===== config.mk =====
export PLATFORM = sky130hd
export DESIGN_NAME = rate_spike_row_encoder_top
export DESIGN_NICKNAME = d
export VERILOG_FILES = /design/src/rtl/rse_pkg.sv /design/src/rtl/rse_row_mem.sv /design/src/rtl/rse_lane_unit.sv /design/src/rtl/rate_spike_row_encoder_top.sv
export SDC_FILE = /design/constraint.sdc
export NUM_CORES = 2
export LEC_CHECK = 0
export BUFFER_PORTS_ARGS = -buffer_cell sky130_fd_sc_hd__buf_4
export CAP_MARGIN = 0
export CORE_MARGIN = 10
export CORE_UTILIZATION = 37
export CTS_CLUSTER_SIZE = 16
export DETAILED_ROUTE_END_ITERATION = 6
export GPL_ROUTABILITY_DRIVEN = 0
export GPL_TIMING_DRIVEN = 0
export SYNTH_ARGS = -nofsm -noshare
export SYNTH_HDL_FRONTEND = slang
export SYNTH_SLANG_ARGS = --single-unit

===== constraint.sdc =====
create_clock -name clk_i -period 17.6 [get_ports clk_i]
set_clock_uncertainty 0.2 [all_clocks]
set_input_delay 0.88 -clock clk_i [delete_from_list [all_inputs] [get_ports clk_i]]
set_output_delay 0.88 -clock clk_i [all_outputs]
set_load 0.02 [all_outputs]

===== src/rtl/rse_pkg.sv =====
// Shared types and constants of the rate spike row encoder.
`default_nettype none

package rse_pkg;

  // One memory row holds the pixels of one 32-bit row word.
  localparam int LANES = 32;
  localparam int LANE_AW = 5;
  localparam int PIX_W = 8;
  localparam int LANES_ON_W = 6;
  localparam int WIDX_W = 3;

  localparam int ACTIVE_W = 9;
  localparam logic [ACTIVE_W-1:0] ACTIVE_RESET = 9'd256;

  localparam int DEF_TILE_PIXELS = 256;
  localparam int DEF_WORDS_PER_ROW = 8;

  typedef enum logic {
    OP_LOAD = 1'b0,
    OP_STEP = 1'b1
  } op_e;

  typedef struct packed {
    op_e              operation;
    logic [7:0]       pixel_index;
    logic [PIX_W-1:0] pixel_value;
  } in_item_t;

  typedef struct packed {
    logic [WIDX_W-1:0] word_index;
    logic [LANES-1:0]  row_bits;
    logic              last_word;
  } out_item_t;

  typedef logic [LANES-1:0][PIX_W-1:0] lane_row_t;

  // Pixel index modulo the tile size by restoring subtraction, eight steps.
  function automatic logic [7:0] wrap_index(logic [7:0] idx, int tile);
    int r;
    r = int'(idx);
    for (int s = 7; s >= 0; s--) begin
      if (r >= (tile << s)) begin
        r = r - (tile << s);
      end
    end
    return 8'(r);
  endfunction

endpackage

`default_nettype wire


===== src/rtl/rse_row_mem.sv =====
// Row-organized memory with per-lane write enables and a registered read port.
`default_nettype none

module rse_row_mem #(
  parameter int ROWS   = 8,
  parameter int ROW_AW = 3
) (
  input  wire logic                           clk_i,
  input  wire logic [rse_pkg::LANES-1:0]      wr_lanes_i,
  input  wire logic [ROW_AW-1:0]              wr_row_i,
  input  wire rse_pkg::lane_row_t             wr_data_i,
  input  wire logic                           rd_en_i,
  input  wire logic [ROW_AW-1:0]              rd_row_i,
  output rse_pkg::lane_row_t                  rd_data_o
);

  rse_pkg::lane_row_t mem_q [ROWS];
  rse_pkg::lane_row_t rd_data_q;

  always_ff @(posedge clk_i) begin
    for (int k = 0; k < rse_pkg::LANES; k++) begin
      if (wr_lanes_i[k]) begin
        mem_q[wr_row_i][k] <= wr_data_i[k];
      end
    end
  end

  always_ff @(posedge clk_i) begin
    if (rd_en_i) begin
      rd_data_q <= mem_q[rd_row_i];
    end
  end

  assign rd_data_o = rd_data_q;

endmodule

`default_nettype wire


===== src/rtl/rse_lane_unit.sv =====
// Shared 32-lane accumulate and threshold unit, applied to one row word at a time.
`default_nettype none

module rse_lane_unit (
  input  wire rse_pkg::lane_row_t                  pix_row_i,
  input  wire rse_pkg::lane_row_t                  acc_row_i,
  input  wire logic [rse_pkg::LANES_ON_W-1:0]      lanes_on_i,
  output rse_pkg::lane_row_t                       acc_row_o,
  output logic [rse_pkg::LANES-1:0]                spikes_o
);

  logic [rse_pkg::LANES-1:0][rse_pkg::PIX_W:0] sum;

  // The sum stays below 512, so dropping its top bit subtracts the spike level.
  always_comb begin
    for (int k = 0; k < rse_pkg::LANES; k++) begin
      sum[k] = {1'b0, acc_row_i[k]} + {1'b0, pix_row_i[k]};
      if (rse_pkg::LANES_ON_W'(k) < lanes_on_i) begin
        spikes_o[k]  = sum[k][rse_pkg::PIX_W];
        acc_row_o[k] = sum[k][rse_pkg::PIX_W-1:0];
      end else begin
        spikes_o[k]  = 1'b0;
        acc_row_o[k] = acc_row_i[k];
      end
    end
  end

endmodule

`default_nettype wire


===== src/rtl/rate_spike_row_encoder_top.sv =====
// Top level of the rate spike row encoder: sequencer, memories and output register.
//
//   Port group      Dir  Transfer condition          Payload
//   in_*            in   in_valid_i & !in_stall_o    rse_pkg::in_item_t
//   out_*           out  out_valid_o & !out_stall_i  rse_pkg::out_item_t
//   cfg_*           in   cfg_we_i                    active pixel count, 9 bits
//
// After reset the accumulator memory is cleared one row per cycle, all ceil(TILE_PIXELS/32)
// rows (8 by default), and no item is taken until that is done.
// A step reads, for each word of the row that has a memory row, that row from the pixel
// and accumulator memories and passes it through the lane unit. An output stall holds
// the read stage and the sequencer.
// Loads are taken while the last word of a row still waits at the output.
`default_nettype none

module rate_spike_row_encoder_top #(
  parameter int TILE_PIXELS   = rse_pkg::DEF_TILE_PIXELS,
  parameter int WORDS_PER_ROW = rse_pkg::DEF_WORDS_PER_ROW
) (
  input  wire logic                            clk_i,
  input  wire logic                            rst_ni,
  input  wire logic                            in_valid_i,
  output logic                                 in_stall_o,
  input  wire rse_pkg::in_item_t               in_item_i,
  output logic                                 out_valid_o,
  input  wire logic                            out_stall_i,
  output rse_pkg::out_item_t                   out_item_o,
  input  wire logic                            cfg_we_i,
  input  wire logic [rse_pkg::ACTIVE_W-1:0]    cfg_wdata_i
);

  localparam int ROWS     = (TILE_PIXELS + rse_pkg::LANES - 1) / rse_pkg::LANES;
  localparam int ROW_AW   = (ROWS > 1) ? $clog2(ROWS) : 1;
  localparam int ROW_BITS = WORDS_PER_ROW * rse_pkg::LANES;
  localparam int CAP      = (TILE_PIXELS < ROW_BITS) ? TILE_PIXELS : ROW_BITS;
  localparam int CNT_W    = $clog2(ROW_BITS + 1);
  localparam int WORD_W   = (WORDS_PER_ROW > 1) ? $clog2(WORDS_PER_ROW) : 1;
  localparam int ISS_W    = $clog2(WORDS_PER_ROW + 1);

  typedef enum logic [1:0] {
    ST_CLEAR,
    ST_IDLE,
    ST_STEP
  } state_e;

  state_e                         state_q;
  logic [ROW_AW-1:0]              clr_row_q;
  logic [ISS_W-1:0]               issue_q;
  logic                           rd_vld_q;
  logic [WORD_W-1:0]              rd_word_q;
  logic                           out_vld_q;
  rse_pkg::out_item_t             out_item_q;
  logic [rse_pkg::ACTIVE_W-1:0]   active_q;

  logic                           in_xfer;
  logic                           load_go;
  logic                           step_go;
  logic                           issue_go;
  logic                           capture;
  logic                           rd_row_ok;
  logic                           last_cap;
  logic [7:0]                     load_idx;
  logic [ROW_AW-1:0]              load_row;
  logic [rse_pkg::LANE_AW-1:0]    load_lane;

  logic [CNT_W-1:0]               n_usable;
  logic [CNT_W-1:0]               base;
  logic [CNT_W-1:0]               span;
  logic [rse_pkg::LANES_ON_W-1:0] lanes_on;

  logic [rse_pkg::LANES-1:0]      pix_wr_lanes;
  logic [ROW_AW-1:0]              pix_wr_row;
  rse_pkg::lane_row_t             pix_wr_data;
  logic [rse_pkg::LANES-1:0]      acc_wr_lanes;
  logic [ROW_AW-1:0]              acc_wr_row;
  rse_pkg::lane_row_t             acc_wr_data;
  logic                           rd_en;
  logic [ROW_AW-1:0]              rd_row;
  rse_pkg::lane_row_t             pix_rd;
  rse_pkg::lane_row_t             acc_rd;
  rse_pkg::lane_row_t             acc_new;
  logic [rse_pkg::LANES-1:0]      spikes;

  assign in_stall_o  = (state_q != ST_IDLE);
  assign in_xfer     = in_valid_i && !in_stall_o;
  assign load_go     = in_xfer && (in_item_i.operation == rse_pkg::OP_LOAD);
  assign step_go     = in_xfer && (in_item_i.operation == rse_pkg::OP_STEP);

  assign capture     = rd_vld_q && (!out_vld_q || !out_stall_i);
  assign issue_go    = (state_q == ST_STEP) && (32'(issue_q) < WORDS_PER_ROW) &&
                       (!rd_vld_q || capture);
  assign rd_row_ok   = (32'(rd_word_q) < ROWS);
  assign last_cap    = capture && (32'(rd_word_q) == WORDS_PER_ROW - 1);

  assign rd_en       = issue_go && (32'(issue_q) < ROWS);
  assign rd_row      = ROW_AW'(issue_q);

  assign load_idx    = rse_pkg::wrap_index(in_item_i.pixel_index, TILE_PIXELS);
  assign load_row    = ROW_AW'(load_idx >> rse_pkg::LANE_AW);
  assign load_lane   = load_idx[rse_pkg::LANE_AW-1:0];

  // Number of lanes of the current word that belong to active pixels.
  always_comb begin
    n_usable = (32'(active_q) > CAP) ? CNT_W'(CAP) : CNT_W'(active_q);
    base     = CNT_W'({rd_word_q, {rse_pkg::LANE_AW{1'b0}}});
    span     = '0;
    if (n_usable > base) begin
      span = n_usable - base;
    end
    if (32'(span) >= rse_pkg::LANES) begin
      lanes_on = rse_pkg::LANES_ON_W'(rse_pkg::LANES);
    end else begin
      lanes_on = rse_pkg::LANES_ON_W'(span);
    end
  end

  // Write ports: the clearing pass, a load and a step write-back never overlap.
  always_comb begin
    pix_wr_lanes = '0;
    pix_wr_row   = load_row;
    pix_wr_data  = {rse_pkg::LANES{in_item_i.pixel_value}};
    acc_wr_lanes = '0;
    acc_wr_row   = load_row;
    acc_wr_data  = '0;
    if (state_q == ST_CLEAR) begin
      acc_wr_lanes = '1;
      acc_wr_row   = clr_row_q;
    end else if (load_go) begin
      pix_wr_lanes = rse_pkg::LANES'(1) << load_lane;
      acc_wr_lanes = rse_pkg::LANES'(1) << load_lane;
    end else if (capture && rd_row_ok) begin
      acc_wr_lanes = '1;
      acc_wr_row   = ROW_AW'(rd_word_q);
      acc_wr_data  = acc_new;
    end
  end

  rse_row_mem #(
    .ROWS   (ROWS),
    .ROW_AW (ROW_AW)
  ) u_pix_mem (
    .clk_i      (clk_i),
    .wr_lanes_i (pix_wr_lanes),
    .wr_row_i   (pix_wr_row),
    .wr_data_i  (pix_wr_data),
    .rd_en_i    (rd_en),
    .rd_row_i   (rd_row),
    .rd_data_o  (pix_rd)
  );

  rse_row_mem #(
    .ROWS   (ROWS),
    .ROW_AW (ROW_AW)
  ) u_acc_mem (
    .clk_i      (clk_i),
    .wr_lanes_i (acc_wr_lanes),
    .wr_row_i   (acc_wr_row),
    .wr_data_i  (acc_wr_data),
    .rd_en_i    (rd_en),
    .rd_row_i   (rd_row),
    .rd_data_o  (acc_rd)
  );

  rse_lane_unit u_lane_unit (
    .pix_row_i  (pix_rd),
    .acc_row_i  (acc_rd),
    .lanes_on_i (lanes_on),
    .acc_row_o  (acc_new),
    .spikes_o   (spikes)
  );

  always_ff @(posedge clk_i or negedge rst_ni) begin
    if (!rst_ni) begin
      active_q <= rse_pkg::ACTIVE_RESET;
    end else if (cfg_we_i) begin
      active_q <= cfg_wdata_i;
    end
  end

  always_ff @(posedge clk_i or negedge rst_ni) begin
    if (!rst_ni) begin
      state_q    <= ST_CLEAR;
      clr_row_q  <= '0;
      issue_q    <= '0;
      rd_vld_q   <= 1'b0;
      rd_word_q  <= '0;
      out_vld_q  <= 1'b0;
      out_item_q <= '0;
    end else begin
      unique case (state_q)
        ST_CLEAR: begin
          clr_row_q <= clr_row_q + 1'b1;
          if (32'(clr_row_q) == ROWS - 1) begin
            state_q <= ST_IDLE;
          end
        end
        ST_IDLE: begin
          if (step_go) begin
            state_q <= ST_STEP;
            issue_q <= '0;
          end
        end
        ST_STEP: begin
          if (issue_go) begin
            issue_q <= issue_q + 1'b1;
          end
          if (last_cap) begin
            state_q <= ST_IDLE;
          end
        end
        default: begin
          state_q <= ST_IDLE;
        end
      endcase

      if (issue_go) begin
        rd_vld_q  <= 1'b1;
        rd_word_q <= WORD_W'(issue_q);
      end else if (capture) begin
        rd_vld_q  <= 1'b0;
      end

      if (capture) begin
        out_vld_q             <= 1'b1;
        out_item_q.word_index <= rse_pkg::WIDX_W'(rd_word_q);
        out_item_q.row_bits   <= spikes;
        out_item_q.last_word  <= (32'(rd_word_q) == WORDS_PER_ROW - 1);
      end else if (!out_stall_i) begin
        out_vld_q <= 1'b0;
      end
    end
  end

  assign out_valid_o = out_vld_q;
  assign out_item_o  = out_item_q;

  a_rd_only_in_step : assert property (@(posedge clk_i) disable iff (!rst_ni)
    rd_vld_q |-> (state_q == ST_STEP))
    else $error("read stage holds a word outside a step");

  a_issue_bound : assert property (@(posedge clk_i) disable iff (!rst_ni)
    32'(issue_q) <= WORDS_PER_ROW)
    else $error("word issue counter ran past the row");

  a_rd_word_order : assert property (@(posedge clk_i) disable iff (!rst_ni)
    rd_vld_q |-> (32'(rd_word_q) < 32'(issue_q)))
    else $error("word in read stage was not issued");

  a_last_ends_step : assert property (@(posedge clk_i) disable iff (!rst_ni)
    last_cap |=> (state_q == ST_IDLE) && out_vld_q && out_item_q.last_word)
    else $error("last word of a row did not end the step");

endmodule

`default_nettype wire

==> results by group <==
Layout
  • Most frequent cells in the layout: edfxtp_1 (4,608), mux4_2 (1,024), nor2_1 (909)
  • Commonest non-fill, non-tap cell in the layout: edfxtp_1
  • Share of cells above drive strength 1: 24.67%
  • Multi-input logic area: 0.04570 mm2
  • Reg area: 0.1399 mm2
  • Final cell count without fillers: 17,060
  • Design Area, Final: 0.2133 mm2
  • Fin nets: 10,270
  • Area grow syn2layout: 13.53%
  • Filler cell count: 43,470

Timing
  • RSZ-0062 raised after global routing: no
  • Max Slew Vio Count: 32
  • Slew HR: -1.166%
  • Fin Setup TNS: 0 ns
  • Final setup viols: 0
  • Worst setup margin: 12.15 ns
  • Fmax: 183.6 MHz
  • Endpoints failing hold: 0
  • Min cycle time layout: 5.446 ns
  • Tcrit/Tclk final: 30.94%
  • Slew @ Worst Pin: 1.517 ns
  • Final hold slack: 0.07357 ns

Hold path
  • Min-Delay Path Class: input pin to flip-flop

Setup path
  • Critical path endpoint category: flip-flop
  • Critical path arrival: 5.84 ns
  • Worst-path cell chain: clkinv_1 -> nand2_1 -> ha_1 -> inv_1 -> fa_1 -> xnor2_1 -> o211a_4 -> nand4_1 -> nand3_2 -> nor2_1 -> a211oi_1
  • Critical Path Fanout Max: 10
  • Crit-path slowest cell: a211oi_1
  • Kind of critical path: flip-flop to flip-flop
  • Max incr delay on CP: 0.95 ns
  • Crit path launch type: flip-flop
  • Critical Path RT: 17.99 ns

Synthesis
  • Syn_area_per_cell: 20.10 um2
  • Asr flop ratio synth: 1.264%
  • EDFF count, synth: 4,608
  • Synthesis Warnings: 0
  • Cell area after synthesis: 0.1879 mm2
  • Sequential share of the synthesized area: 74.44%
  • Synthesized Nets: 9,674
  • Mapped Cells: 9,348
  • Primary FF master, synth: edfxtp_1
  • Post-synthesis register bit count: 4,667
  • Unique cell type count in the Yosys netlist: 72

Detailed routing
  • Initial DRC Count: 10,070
  • Routed WL: 459,800 um
  • Vias/cell: 5.372
  • Drt drc: 1
  • Post-DR wirelength/cell: 26.94 um
  • Vias: 91,670
  • Post-route ant nets: 0
  • DR pass1 iterations: 7

Power
  • P per Cell Area: 169.0 mW/mm2
  • Psw: 11.42 mW
  • Internal power: 24.63 mW
  • P_leak: 67.42 nW
  • Seq pwr share: 42.0%
  • Clock power frac: 27.1%
  • Gate power share: 30.9%
  • Switching portion of total power: 31.69%
  • Worst vdd ir: 0.0001663 V

Place
  • Pre-CTS setup slack: 12.21 ns
  • IO Port Bufs: 68
  • Placed instance area: 0.1981 mm2
  • Final HPWL from detailed placement: 299,100 um
  • Placed insts: 16,170

Flow run
  • Max Cap Viol: 4

Die
  • Die ar.: 0.5367 mm2
  • Core ar.: 0.5055 mm2
  • I/O pin cnt: 69
  • Die Height: 732.6 um
  • Initial Utilization: 37.17%
  • FP Rows: 261
  • Die Wd: 732.6 um

Global routing
  • Initial antenna violation count: 42
  • Gr ovfl total: 0
  • GRT Total Usage: 16.55%
  • Global-route wire length before repair: 659,900 um
  • Pin count of the biggest net entering global routing: 141
  • Vias in the first global route: 94,350

Clock tree
  • CTS Buf Count: 458
  • Post_cts resized: 0
  • CTS clk-pin slew, worst paths: 0.06 ns
  • Clock Sink Count: 4,667
  • Worst-skew pair later-pin latency: 0.99 ns
  • Clock tree buffer depth: 4
  • Clk root buf: clkbuf_16
  • Max H-tree Level: 5
  • CTS tree: yes

Run status
  • Status: finished with violations
  • Failing checks: design-rule violations, max-capacitance violations, max-slew violations
-- Yosys cell counts, types with 31 or more instances --
cell,instances,area [um2]
o31ai_1,42,315.3
nand3_1,84,420.4
buf_2,70,350.3
buf_1,64,240.2
o21ai_0,98,490.5
o211ai_1,34,255.2
o21a_1,75,563.0
nor2b_1,61,381.6
a21oi_1,150,750.7
mux2_2,519,5844
a211oi_1,45,337.8
clkbuf_1,258,968.4
xnor2_1,97,849.6
inv_1,133,499.2
xor2_1,33,289.0
nor2_1,916,3438
edfxtp_1,4608,138400
mux4_2,1024,23060
ha_1,262,3278
o21bai_1,34,255.2
fa_1,33,660.6
dfrtp_1,58,1451
mux2i_1,187,1872
nor3_1,37,185.2
o41ai_1,31,271.5
nand2_1,181,679.4
-- timing repair --
item | 4_1_cts | 5_1_grt
hold buffers | 13 | 0
setup buffers | 0 | 0
endpoints found under the hold margin | 49 | 0
-- per-layer routing --
metal	global-route usage, %	vias up	wire length, um	share of wire (%)
met5	0	-	81	0.018
met4	5.362	12	15630	3.4
met3	3.292	729	33390	7.3
met2	27.20	3234	222100	48
met1	22.15	48530	188500	41
li1	-	39170	-	-
-- state kept, by name, indices dropped and copies added, names as in the netlist --
| signal | count |
|---|---|
| out_item_o | 36 |
| clr_row_q | 3 |
| u_acc_mem.mem_q | 2048 |
| state_q | 2 |
| issue_q | 4 |
| out_valid_o | 1 |
| rd_word_q | 3 |
| u_acc_mem.rd_data_o | 256 |
| rd_vld_q | 1 |
| u_pix_mem.rd_data_o | 256 |
| u_pix_mem.mem_q | 2048 |
| active_q | 9 |
-- layout make-up --
type                    instances  share of cell area (%)
diodes                         23                 0.02698
plain buffers                 426                  0.9016
clock buffers                 571                   5.734
clock inverters               284                   1.295
inverters                     135                  0.2399
multi-input cells            4120                   21.43
flip-flops and latches       4667                   65.56
well taps                    6706                   3.934
repair buffers                131                  0.8799
-- final timing paths --
path / startpoint / end / slack (ns) / cells past startpoint
max in group asynchronous: rst_ni / out_item_o[11]$_DFFE_PN0P_ / 16.20 / 3
min reg2reg: out_item_o[4]$_DFFE_PN0P_ / out_item_o[4]$_DFFE_PN0P_ / 0.29 / 2
min: in_valid_i / issue_q[2]$_DFFE_PN0P_ / 0.07 / 3
max reg2reg: active_q[8]$_DFFE_PN1P_ / u_acc_mem.mem_q[5][185]$_DFFE_PP_ / 12.15 / 11
max: active_q[8]$_DFFE_PN1P_ / u_acc_mem.mem_q[5][185]$_DFFE_PP_ / 12.15 / 11
min in group asynchronous: rst_ni / out_item_o[22]$_DFFE_PN0P_ / 0.23 / 2
-- critical path, delay by kind of cell, from the launching register on --
kind	cells	cell delay, ns
AND/OR/NAND/NOR	4	1.82
AO/OA/AOI/OAI	2	1.22
adder cells (fa/ha/maj)	2	0.60
flip-flops	1	0.54
XOR/XNOR	1	0.33
buffers and inverters	2	0.30
-- through the flow --
step / power [mW] / utilization (%)
final: 36.06 / 42.20
after detailed placement: 26.57 / 39.19
after CTS: 36.34 / 42.18
after floorplan: 22.59 / -
after global placement: 26.48 / 38.93
after global routing: 37.56 / 42.19
-- cell families after synthesis --
kind of cell,Yosys count,synth area share (%)
adders and majority gates,295,2.096
xor gates and xnor gates,130,0.6060
DFF,4667,74.44
and+or+nand+nor,1360,3.021
AOI/OAI and AO/OA,604,2.200
muxes,1731,16.39
buffers and inverters,561,1.253
-- power by group through the flow --
| stage | registers (mW) | clock network (mW) | logic, mW |
|---|---|---|---|
| 2_1_floorplan | 15.3 | 0 | 7.26 |
| 3_3_place_gp | 15.6 | 0 | 10.9 |
| 3_5_place_dp | 15.4 | 0 | 11.2 |
| 4_1_cts | 15.1 | 9.92 | 11.3 |
| 5_1_grt | 15.3 | 10.4 | 11.9 |
| 6_report | 15.1 | 9.77 | 11.1 |
(Power assumes the default switching activity.)
